`src/hdl/vad_pkg.sv`:
```
// Shared types, constants and arctangent table of the vector angle pipeline.
package vad_pkg;

  localparam int unsigned CODE_W    = 16;
  localparam int unsigned ACC_W     = 25;
  localparam int unsigned THETA_W   = 23;
  localparam int unsigned FINE_W    = 26;
  localparam int unsigned ATAN_W    = 22;
  localparam int unsigned ATAN_LEN  = 24;
  localparam int unsigned OUT_SHIFT = 9;

  localparam int unsigned FINE_90    = 90 * 65536;
  localparam int unsigned FINE_180   = 180 * 65536;
  localparam int unsigned FINE_360   = 360 * 65536;
  localparam int unsigned ROUND_HALF = 1 << (OUT_SHIFT - 1);

  localparam int unsigned CODE_90   = 90 * 128;
  localparam int unsigned CODE_180  = 180 * 128;
  localparam int unsigned CODE_270  = 270 * 128;
  localparam int unsigned CODE_FULL = 360 * 128;

  localparam logic [ATAN_W-1:0] ATAN_FINE [0:ATAN_LEN-1] = '{
    22'd2949120, 22'd1740967, 22'd919879, 22'd466945, 22'd234379, 22'd117304,
    22'd58666,   22'd29335,   22'd14668,  22'd7334,   22'd3667,   22'd1833,
    22'd917,     22'd458,     22'd229,    22'd115,    22'd57,     22'd29,
    22'd14,      22'd7,       22'd4,      22'd2,      22'd1,      22'd0
  };

  typedef struct packed {
    logic              x_neg;
    logic              y_neg;
    logic              axis;
    logic [CODE_W-1:0] axis_code;
  } vad_quad_t;

endpackage

```
`src/hdl/vad_vec_if.sv`:
```
// Handshake channel carrying one signed vector per word.
interface vad_vec_if #(
  parameter int unsigned COORD_WIDTH = 16
);
  logic                          valid;
  logic                          ready;
  logic signed [COORD_WIDTH-1:0] x_coord;
  logic signed [COORD_WIDTH-1:0] y_coord;

  modport source (output valid, output x_coord, output y_coord, input ready);
  modport sink   (input valid, input x_coord, input y_coord, output ready);
endinterface

```
`src/hdl/vad_angle_if.sv`:
```
// Handshake channel carrying one angle code per word.
interface vad_angle_if;
  logic                        valid;
  logic                        ready;
  logic [vad_pkg::CODE_W-1:0]  angle_code;

  modport source (output valid, output angle_code, input ready);
  modport sink   (input valid, input angle_code, output ready);
endinterface

```
`src/hdl/vad_fold.sv`:
```
// Input stage: fold the vector into the first quadrant and flag axis cases.
module vad_fold #(
  parameter int unsigned CW = 16,
  parameter int unsigned RS = 16,
  parameter int unsigned W  = CW + RS + 3
) (
  input  logic                   clk_i,
  input  logic                   rst_ni,
  input  logic                   en_i,
  input  logic                   valid_i,
  input  logic signed [CW-1:0]   x_i,
  input  logic signed [CW-1:0]   y_i,
  output logic                   valid_o,
  output logic signed [W-1:0]    px_o,
  output logic signed [W-1:0]    py_o,
  output vad_pkg::vad_quad_t     quad_o
);
  import vad_pkg::*;

  logic signed [W-1:0] x_ext, y_ext, ax, ay;
  logic signed [W-1:0] px_d, py_d, px_q, py_q;
  vad_quad_t           quad_d, quad_q;
  logic                valid_q;

  always_comb begin
    x_ext = {{(W-CW){x_i[CW-1]}}, x_i};
    y_ext = {{(W-CW){y_i[CW-1]}}, y_i};
    ax    = x_i[CW-1] ? -x_ext : x_ext;
    ay    = y_i[CW-1] ? -y_ext : y_ext;
    px_d  = ax <<< RS;
    py_d  = ay <<< RS;
    quad_d.x_neg = x_i[CW-1];
    quad_d.y_neg = y_i[CW-1];
    quad_d.axis  = (x_i == '0) || (y_i == '0);
    if (y_i == '0) begin
      quad_d.axis_code = x_i[CW-1] ? CODE_W'(CODE_180) : '0;
    end else begin
      quad_d.axis_code = y_i[CW-1] ? CODE_W'(CODE_270) : CODE_W'(CODE_90);
    end
  end

  always_ff @(posedge clk_i or negedge rst_ni) begin
    if (!rst_ni) begin
      valid_q <= 1'b0;
    end else if (en_i) begin
      valid_q <= valid_i;
    end
  end

  always_ff @(posedge clk_i) begin
    if (en_i) begin
      px_q   <= px_d;
      py_q   <= py_d;
      quad_q <= quad_d;
    end
  end

  assign valid_o = valid_q;
  assign px_o    = px_q;
  assign py_o    = py_q;
  assign quad_o  = quad_q;

  a_folded_positive: assert property (@(posedge clk_i) disable iff (!rst_ni)
    (valid_q && !quad_q.axis) |->
      (!px_q[W-1] && (px_q != '0) && !py_q[W-1] && (py_q != '0)))
    else $error("folded vector not in first quadrant");
endmodule

```
`src/hdl/vad_rot_stage.sv`:
```
// One micro-rotation stage of the vectoring pipeline.
module vad_rot_stage #(
  parameter int unsigned STEP = 0,
  parameter int unsigned W    = 35
) (
  input  logic                               clk_i,
  input  logic                               rst_ni,
  input  logic                               en_i,
  input  logic                               valid_i,
  input  logic signed [W-1:0]                px_i,
  input  logic signed [W-1:0]                py_i,
  input  logic signed [vad_pkg::ACC_W-1:0]   acc_i,
  input  vad_pkg::vad_quad_t                 quad_i,
  output logic                               valid_o,
  output logic signed [W-1:0]                px_o,
  output logic signed [W-1:0]                py_o,
  output logic signed [vad_pkg::ACC_W-1:0]   acc_o,
  output vad_pkg::vad_quad_t                 quad_o
);
  import vad_pkg::*;

  localparam logic signed [ACC_W-1:0] ATAN_STEP = ACC_W'(ATAN_FINE[STEP]);

  logic signed [W-1:0]     dx, dy, px_d, py_d, px_q, py_q;
  logic signed [ACC_W-1:0] acc_d, acc_q;
  vad_quad_t               quad_q;
  logic                    valid_q;

  always_comb begin
    dx = py_i >>> STEP;
    dy = px_i >>> STEP;
    if (!py_i[W-1] && (py_i != '0)) begin
      px_d  = px_i + dx;
      py_d  = py_i - dy;
      acc_d = acc_i + ATAN_STEP;
    end else begin
      px_d  = px_i - dx;
      py_d  = py_i + dy;
      acc_d = acc_i - ATAN_STEP;
    end
  end

  always_ff @(posedge clk_i or negedge rst_ni) begin
    if (!rst_ni) begin
      valid_q <= 1'b0;
    end else if (en_i) begin
      valid_q <= valid_i;
    end
  end

  always_ff @(posedge clk_i) begin
    if (en_i) begin
      px_q   <= px_d;
      py_q   <= py_d;
      acc_q  <= acc_d;
      quad_q <= quad_i;
    end
  end

  assign valid_o = valid_q;
  assign px_o    = px_q;
  assign py_o    = py_q;
  assign acc_o   = acc_q;
  assign quad_o  = quad_q;
endmodule

```
`src/hdl/vad_finish.sv`:
```
// Output stages: clamp, map to the true quadrant, round and wrap the angle, or pass the axis code.
module vad_finish (
  input  logic                               clk_i,
  input  logic                               rst_ni,
  input  logic                               en_i,
  input  logic                               valid_i,
  input  logic signed [vad_pkg::ACC_W-1:0]   acc_i,
  input  vad_pkg::vad_quad_t                 quad_i,
  output logic                               valid_o,
  output logic [vad_pkg::CODE_W-1:0]         code_o
);
  import vad_pkg::*;

  logic [THETA_W-1:0]  theta;
  logic [FINE_W-1:0]   fine_d, fine_q, rounded;
  logic [FINE_W-OUT_SHIFT-1:0] code_wide;
  logic [CODE_W-1:0]   code_d, code_q;
  logic                axis_q;
  logic [CODE_W-1:0]   axis_code_q;
  logic                fine_valid_q, valid_q;

  always_comb begin
    if (acc_i[ACC_W-1]) begin
      theta = '0;
    end else if (acc_i > ACC_W'(FINE_90)) begin
      theta = THETA_W'(FINE_90);
    end else begin
      theta = acc_i[THETA_W-1:0];
    end
    case ({quad_i.x_neg, quad_i.y_neg})
      2'b00:   fine_d = FINE_W'(theta);
      2'b10:   fine_d = FINE_W'(FINE_180) - FINE_W'(theta);
      2'b11:   fine_d = FINE_W'(FINE_180) + FINE_W'(theta);
      default: fine_d = FINE_W'(FINE_360) - FINE_W'(theta);
    endcase
  end

  always_comb begin
    rounded   = fine_q + FINE_W'(ROUND_HALF);
    code_wide = rounded[FINE_W-1:OUT_SHIFT];
    if (axis_q) begin
      code_d = axis_code_q;
    end else if (code_wide >= (FINE_W-OUT_SHIFT)'(CODE_FULL)) begin
      code_d = CODE_W'(code_wide - (FINE_W-OUT_SHIFT)'(CODE_FULL));
    end else begin
      code_d = code_wide[CODE_W-1:0];
    end
  end

  always_ff @(posedge clk_i or negedge rst_ni) begin
    if (!rst_ni) begin
      fine_valid_q <= 1'b0;
      valid_q      <= 1'b0;
    end else if (en_i) begin
      fine_valid_q <= valid_i;
      valid_q      <= fine_valid_q;
    end
  end

  always_ff @(posedge clk_i) begin
    if (en_i) begin
      fine_q      <= fine_d;
      axis_q      <= quad_i.axis;
      axis_code_q <= quad_i.axis_code;
      code_q      <= code_d;
    end
  end

  assign valid_o = valid_q;
  assign code_o  = code_q;

  a_fine_range: assert property (@(posedge clk_i) disable iff (!rst_ni)
    (fine_valid_q && !axis_q) |-> (fine_q <= FINE_W'(FINE_360)))
    else $error("full-circle angle out of range");
endmodule

```
`src/hdl/vector_angle_degrees.sv`:
```
// Top level of the pipelined vector angle unit.
//
//  channel | dir | payload                     | handshake
//  in_i    | in  | x_coord, y_coord (signed)   | valid/ready, word taken on both high
//  out_o   | out | angle_code (1/128 degree)   | valid/ready, word taken on both high
//
// Stages in order: fold stage, one stage per micro-rotation, then clamp/map and
// round/wrap stages. One word enters per cycle while out_o is not stalled.
// Reset clears only the valid bits of the stages.
// A stall on out_o freezes every stage at once; in_i.ready drops only then.
module vector_angle_degrees #(
  parameter int unsigned COORD_WIDTH    = 16,
  parameter int unsigned ROTATION_STEPS = 16
) (
  input  logic        clk_i,
  input  logic        rst_ni,
  vad_vec_if.sink     in_i,
  vad_angle_if.source out_o
);
  import vad_pkg::*;

  localparam int unsigned W = COORD_WIDTH + ROTATION_STEPS + 3;

  logic                    en;
  logic                    valid_s [0:ROTATION_STEPS];
  logic signed [W-1:0]     px_s    [0:ROTATION_STEPS];
  logic signed [W-1:0]     py_s    [0:ROTATION_STEPS];
  logic signed [ACC_W-1:0] acc_s   [0:ROTATION_STEPS];
  vad_quad_t               quad_s  [0:ROTATION_STEPS];

  assign en         = !out_o.valid || out_o.ready;
  assign in_i.ready = en;
  assign acc_s[0]   = '0;

  vad_fold #(
    .CW (COORD_WIDTH),
    .RS (ROTATION_STEPS),
    .W  (W)
  ) u_fold (
    .clk_i   (clk_i),
    .rst_ni  (rst_ni),
    .en_i    (en),
    .valid_i (in_i.valid),
    .x_i     (in_i.x_coord),
    .y_i     (in_i.y_coord),
    .valid_o (valid_s[0]),
    .px_o    (px_s[0]),
    .py_o    (py_s[0]),
    .quad_o  (quad_s[0])
  );

  for (genvar i = 0; i < ROTATION_STEPS; i++) begin : g_rot
    vad_rot_stage #(
      .STEP (i),
      .W    (W)
    ) u_rot (
      .clk_i   (clk_i),
      .rst_ni  (rst_ni),
      .en_i    (en),
      .valid_i (valid_s[i]),
      .px_i    (px_s[i]),
      .py_i    (py_s[i]),
      .acc_i   (acc_s[i]),
      .quad_i  (quad_s[i]),
      .valid_o (valid_s[i+1]),
      .px_o    (px_s[i+1]),
      .py_o    (py_s[i+1]),
      .acc_o   (acc_s[i+1]),
      .quad_o  (quad_s[i+1])
    );
  end

  vad_finish u_finish (
    .clk_i   (clk_i),
    .rst_ni  (rst_ni),
    .en_i    (en),
    .valid_i (valid_s[ROTATION_STEPS]),
    .acc_i   (acc_s[ROTATION_STEPS]),
    .quad_i  (quad_s[ROTATION_STEPS]),
    .valid_o (out_o.valid),
    .code_o  (out_o.angle_code)
  );

  a_stall_only_on_hold: assert property (@(posedge clk_i) disable iff (!rst_ni)
    !in_i.ready |-> (out_o.valid && !out_o.ready))
    else $error("input stalled while output free");

  a_code_range: assert property (@(posedge clk_i) disable iff (!rst_ni)
    out_o.valid |-> (out_o.angle_code < CODE_W'(CODE_FULL)))
    else $error("angle code beyond full circle");
endmodule
```
`src/flat_wrapper.sv`:
```
// flat-port wrapper written by rule: the top's interface ports become plain ports
module vector_angle_degrees_flat import vad_pkg::*;
#(
  parameter int unsigned COORD_WIDTH    = 16,
  parameter int unsigned ROTATION_STEPS = 16
)
  (clk_i, rst_ni, in_i_valid, in_i_x_coord, in_i_y_coord, in_i_ready, out_o_valid, out_o_angle_code, out_o_ready);
  vad_vec_if #(.COORD_WIDTH(COORD_WIDTH)) in_i_i ();
  vad_angle_if out_o_i ();
  input  logic clk_i;
  input  logic rst_ni;
  input wire logic [$bits(in_i_i.valid)-1:0] in_i_valid;
  input wire logic [$bits(in_i_i.x_coord)-1:0] in_i_x_coord;
  input wire logic [$bits(in_i_i.y_coord)-1:0] in_i_y_coord;
  output wire logic [$bits(in_i_i.ready)-1:0] in_i_ready;
  output wire logic [$bits(out_o_i.valid)-1:0] out_o_valid;
  output wire logic [$bits(out_o_i.angle_code)-1:0] out_o_angle_code;
  input wire logic [$bits(out_o_i.ready)-1:0] out_o_ready;
  assign in_i_i.valid = in_i_valid;
  assign in_i_i.x_coord = in_i_x_coord;
  assign in_i_i.y_coord = in_i_y_coord;
  assign in_i_ready = in_i_i.ready;
  assign out_o_valid = out_o_i.valid;
  assign out_o_angle_code = out_o_i.angle_code;
  assign out_o_i.ready = out_o_ready;
  vector_angle_degrees #(.COORD_WIDTH(COORD_WIDTH), .ROTATION_STEPS(ROTATION_STEPS)) u_core (.clk_i(clk_i), .rst_ni(rst_ni), .in_i(in_i_i), .out_o(out_o_i));
endmodule
```
`config.mk`:
```
export PLATFORM = sky130hd
export DESIGN_NAME = vector_angle_degrees_flat
export DESIGN_NICKNAME = d
export VERILOG_FILES = /design/src/hdl/vad_pkg.sv /design/src/hdl/vad_vec_if.sv /design/src/hdl/vad_angle_if.sv /design/src/hdl/vad_fold.sv /design/src/hdl/vad_rot_stage.sv /design/src/hdl/vad_finish.sv /design/src/hdl/vector_angle_degrees.sv /design/src/flat_wrapper.sv
export SDC_FILE = /design/constraint.sdc
export NUM_CORES = 2
export LEC_CHECK = 0
export BUFFER_PORTS_ARGS = -buffer_cell sky130_fd_sc_hd__buf_2
export CAP_MARGIN = 5
export CORE_MARGIN = 1.5
export CORE_UTILIZATION = 30
export CTS_CLUSTER_SIZE = 28
export DETAILED_ROUTE_END_ITERATION = 8
export SLEW_MARGIN = 20
export SYNTH_ARGS = -nofsm -noshare
export SYNTH_HDL_FRONTEND = slang
export SYNTH_SLANG_ARGS = --single-unit
```
`constraint.sdc`:
```
create_clock -name clk_i -period 136.2 [get_ports clk_i]
set_clock_uncertainty 0.2 [all_clocks]
set_input_delay 6.81 -clock clk_i [delete_from_list [all_inputs] [get_ports clk_i]]
set_output_delay 6.81 -clock clk_i [all_outputs]
set_load 0.01 [all_outputs]
```
======== Word-level counts from Yosys, hierarchy flattened ========
Cells that the tools add are included.
W data, S select, Z words.
storage, ports and cells
  flip-flop bits (word level) ............. 1,854
  input port bits ......................... 36
  output and inout port bits .............. 18
  word-level logic and storage cells ...... 347
cells by class
  add/sub/neg operators ................... 94
  order comparisons ....................... 2
  equality and inequality tests ........... 2
  muxes and demuxes ....................... 55
  reductions and logical operators ........ 54
operators with widths
  cell                 number
  $mux W35             29
  $reduce_bool A35 Y1  16
  $mux W25             16
  $pmux W26 S3         1
  $add A35 B22 Y35     2
  $add A35 B23 Y35     2
  $add A35 B24 Y35     2
  $add A35 B25 Y35     2
  $add A35 B26 Y35     2
  $add A35 B27 Y35     2
  $add A35 B28 Y35     2
  $add A35 B29 Y35     2
  $add A35 B30 Y35     2
  $add A35 B31 Y35     2
  $add A35 B32 Y35     2
  $add A35 B33 Y35     2
  $add A35 B34 Y35     2
  $sub A35 B22 Y35     2
  $sub A35 B23 Y35     2
  $sub A35 B24 Y35     2
  $sub A35 B25 Y35     2
  $sub A35 B26 Y35     2
  $sub A35 B27 Y35     2
  $sub A35 B28 Y35     2
  57 further kinds     105

======== Logic depth before layout (Yosys ltp) ========
  depth in word-level cells ............... 5
  mapped depth ............................ 29
  gate-level depth less buffers ........... 26

======== Cells and area by module ========
From an unflattened synthesis, not the netlist that was laid out.
second synthesis, totals
  cells, all modules ...................... 15,943
  area, all modules ....................... 155,995.9 um^2
by module, submodules not included
  module                                  instances  cells each  area each (um^2)
  vad_rot_stage (u_core.g_rot[0].u_rot)   1          1,121       10,100.9
  vad_rot_stage (u_core.g_rot[2].u_rot)   1          1,044       9,799.4
  vad_rot_stage (u_core.g_rot[13].u_rot)  1          1,022       9,711.8
  vad_rot_stage (u_core.g_rot[7].u_rot)   1          990         9,624.2
  vad_rot_stage (u_core.g_rot[1].u_rot)   1          991         9,601.7
  vad_rot_stage (u_core.g_rot[5].u_rot)   1          976         9,454.1
  vad_rot_stage (u_core.g_rot[6].u_rot)   1          950         9,316.4
  vad_rot_stage (u_core.g_rot[11].u_rot)  1          930         9,270.1
  vad_rot_stage (u_core.g_rot[10].u_rot)  1          915         9,267.6
  vad_rot_stage (u_core.g_rot[9].u_rot)   1          946         9,260.1
  vad_rot_stage (u_core.g_rot[4].u_rot)   1          929         9,245.1
  vad_rot_stage (u_core.g_rot[15].u_rot)  1          942         9,158.8
  vad_rot_stage (u_core.g_rot[3].u_rot)   1          908         9,117.5
  vad_rot_stage (u_core.g_rot[12].u_rot)  1          916         9,106.2
  +5 rows                                 --         --          --

======== Worst setup path after synthesis ========
Ideal clock, no wire load.
  kind .................................... input to output
  start ................................... input out_o_ready
  end ..................................... output in_i_ready
  arrival time ............................ 46.361 ns
  data required time ...................... 129.190 ns
  slack ................................... 82.829 ns
  cell stages on the path ................. 2
  path through ............................ nand2b_1 clkbuf_1
between the ends
  cells in the longest elaborated chain, start to end .. 1
ends and longest elaborated chain
  element             line                        text
  start, declared     flat_wrapper.sv:18          input wire logic [$bits(out_o_i.ready)-1:0] out_o_ready;
  $logic_or A1 B1 Y1  vector_angle_degrees.sv:31  assign en = !out_o.valid || out_o.ready;
  end, declared       flat_wrapper.sv:15          output wire logic [$bits(in_i_i.ready)-1:0] in_i_ready;
No other way between the ends.

======== Worst setup path in the final report ========
Ends and elaborated chain as after synthesis.

==> key figures <==
Run status
  • Status: complete, no violations

Placed design
  • Placed cells: 16200
  • Number of buffers added on ports: 53
  • Setup WS pre-CTS: 121.43 ns
  • Post-DP HPWL: 213000 um
  • GPL Wtd Cong: 0.925

STA
  • Worst Max-Slew Pin Slew: 1.06 ns
  • Min Tclk post-route: 14.66 ns
  • Final Hold Viols: 0
  • Setup violators final: 0
  • Relative slew margins: 28.5%
  • RSZ-0062 raised after global routing: false
  • Fin Setup TNS: 0 ns
  • Crit share post-route: 10.8%
  • Fin worst setup slack: 121.54 ns
  • Fmax: 0.0682 GHz
  • Max-slew violation count: 0

Logic synthesis
  • Area leader, netlist: edfxtp_1
  • Post-Synthesis Cell Area: 0.112 sq mm
  • Synth area leaders: edfxtp_1, ha_1, xnor2_1
  • Synth Register Bits: 1471
  • Post-synth ARST share: 1.29%
  • Sequential-to-total area share from yosys stat: 39.2%
  • Syn. warnings: 0
  • Unique masters post-synth: 105
  • Ys flop type: edfxtp_1
  • Avg Cell Area, Syn: 10.0 sq um
  • EDFF count, synth: 1452
  • Cell count after synthesis: 11200
  • Top cell type's share of synthesized area: 38.8%

CTS
  • CTS Root Cell: clkbuf_16
  • Post-CTS setup buffers: 0
  • CTS Buf Count: 171
  • Htree depth: 4
  • Worst-path clk slew: 0.06 ns
  • CTS resizes: 0
  • CTS tree: yes
  • Clock latency on the worst-skew pair: 0.85 ns
  • Post-CTS Hold Buffers: 0
  • Clock buffer depth: 4
  • CTS sink count: 1471

Route
  • DRC violations left: 0
  • Vias per cell: 4.92
  • 1st-iter DRT viols: 4506
  • Vias post-DR: 81200
  • Post-Route WL: 268000 um
  • DR pass1 iterations: 6
  • DR WL/cell: 16.3 um
  • Routed Antenna Nets: 0

Worst setup path
  • Cells on worst reg2reg path: 24
  • Crit end category: output pin
  • Critical path class: input port to output pin
  • R2R Setup Slk: 127.81 ns
  • Setup crit start kind: input port
  • Reg2reg end: u_core.g_rot[13].u_rot.py_o[34]
  • WP data required: 129.19 ns
  • R2R Path Start: u_core.g_rot[12].u_rot.py_o[17]
  • Worst Path Arrival: 7.65 ns
  • Max FO, Critical Path: 14

Hold path
  • HP Start: u_core.g_rot[7].u_rot.acc_o[1]
  • Worst min path class: register to register
  • Hold Path Cell Cnt: 0
  • Worst Hold End: u_core.g_rot[8].u_rot.acc_o[1]

Floorplan
  • IO Pins: 54
  • Die width: 615 um
  • Row count: 224
  • Core area: 0.372 sq mm
  • DIE HEIGHT: 615 um
  • Die area: 0.378 sq mm
  • Initial core utilization: 30.2%

Cells and area
  • Share of cells above drive strength 1: 4.51%
  • Post-layout util: 33.4%
  • Synthesis-to-layout area growth: 10.6%
  • Final net count: 12700
  • Final non-filler cell total: 16500

GRT
  • Gr usage total: 13.6%
  • First-pass GRT wire length: 418000 um
  • Met3 usage: 1.50%
  • Number of global-route vias before repair: 77000
  • Gr busiest metal: met2
  • Initial antenna violation count: 7
  • Remaining Overflow, GRT: 0
  • Largest net degree at the start of global routing: 147
  • GRT met1 Usage: 16.3%
  • M2 GR Usage: 23.7%

Job
  • Max-Cap Viols: 0
[worst max-delay path, cell delays in order]
cell	delay (ns)
buf_2	0.11
nand2b_4	0.36
buf_2	0.32
[registers in the layout, summed over array words and instances (netlist names)]
signal,flops
u_core.u_finish.valid_o,1
u_core.u_finish.fine_q,17
u_core.u_finish.axis_code_q,6
u_core.u_finish.axis_q,1
u_core.u_fold.quad_o,9
u_core.g_rot.u_rot.valid_o,16
u_core.g_rot.u_rot.quad_o,144
u_core.u_finish.code_o,16
u_core.u_fold.valid_o,1
u_core.g_rot.u_rot.acc_o,348
u_core.g_rot.u_rot.py_o,459
u_core.u_fold.px_o,19
u_core.u_fold.py_o,19
u_core.u_finish.fine_valid_q,1
u_core.g_rot.u_rot.px_o,414
[metal layers]
| layer | wire (um) | vias up |
|---|---|---|
| met3 | 8140 | 594 |
| li1 | - | 42000 |
| met2 | 127000 | 1380 |
| met1 | 116000 | 37200 |
| met5 | 0 | - |
| met4 | 16200 | 0 |
[worst max path at each step]
stage                     start    endpoint  slack [ns]  cells past startpoint
floorplan           out_o_ready  in_i_ready       82.83                      2
global placement    out_o_ready  in_i_ready      121.43                      3
detailed placement  out_o_ready  in_i_ready      121.43                      3
CTS                 out_o_ready  in_i_ready      121.42                      3
global route        out_o_ready  in_i_ready      121.42                      3
finish              out_o_ready  in_i_ready      121.54                      3
[area by class of cell]
type                            instances  area, sq um
Timing Repair Buffer                  117          783
Antenna cell                            3         7.51
Sequential cell                      1471        44100
Multi-Input combinational cell       9134        66000
Tap cell                             4972         6220
Inverter                              486         1820
Fill cell                           37900       248000
Clock inverter                         97          873
Clock buffer                          205         4470
[stage by stage]
step / area (sq um) / hold slack [ns]
after floorplan: 112000 / 0.200
after global placement: 119000 / 0.200
after detailed placement: 119000 / 0.205
after CTS: 124000 / 0.187
after global routing: 124000 / 0.208
final: 124000 / 0.193
[synthesized netlist by cell type (all sizes together), types with 28 or more instances]
library cell,number
nand4,62
o21bai,149
nor4,109
and2,49
ha,1204
mux2i,54
edfxtp,1452
o21ai,558
nor3,307
o41ai,69
a2111oi,28
a211oi,73
or2,57
nand2b,158
o21a,163
nand3,199
nor2b,138
or3,107
nor2,893
fa,37
or4,81
a21o,420
inv,482
clkbuf,130
a31oi,93
and3,111
a21boi,35
buf,33
a21oi,1008
xor2,562
xnor2,1117
o31ai,158
a31o,37
nand2,646
o211ai,38
[layout by cell type, fill, tap and decap left out, types with 154 or more instances in the layout]
master     netlist  routed
ha_1          1204    1204
o21ai_0        554     554
xnor2_1       1117    1117
nand3_1        199     199
xor2_1         562     562
nand2b_1       158     154
inv_1          476     476
o31ai_1        158     158
edfxtp_1      1452    1452
o21a_1         162     162
nand2_1        646     644
nor3_1         305     305
clkbuf_16        0     173
a21o_1         419     418
nor2_1         893     893
a21oi_1       1007    1007
[kinds of logic (layout without fill, tap and decap cells)]
group,after synthesis,count (layout),synth area share [%]
AO/OA/AOI/OAI,3078,3078,17.6
AND/OR/NAND/NOR,3016,3016,13.1
XOR/XNOR,1679,1679,13.1
flip-flops,1471,1471,39.2
adder cells (fa/ha/maj),1241,1241,14.1
buffers and inverters,649,905,2.18
multiplexers,78,78,0.722
other,1,45,0.00334
Power is left out: the tool's default activity adds up to more than one toggle a clock period on the data nets, which glitch-free logic cannot reach.
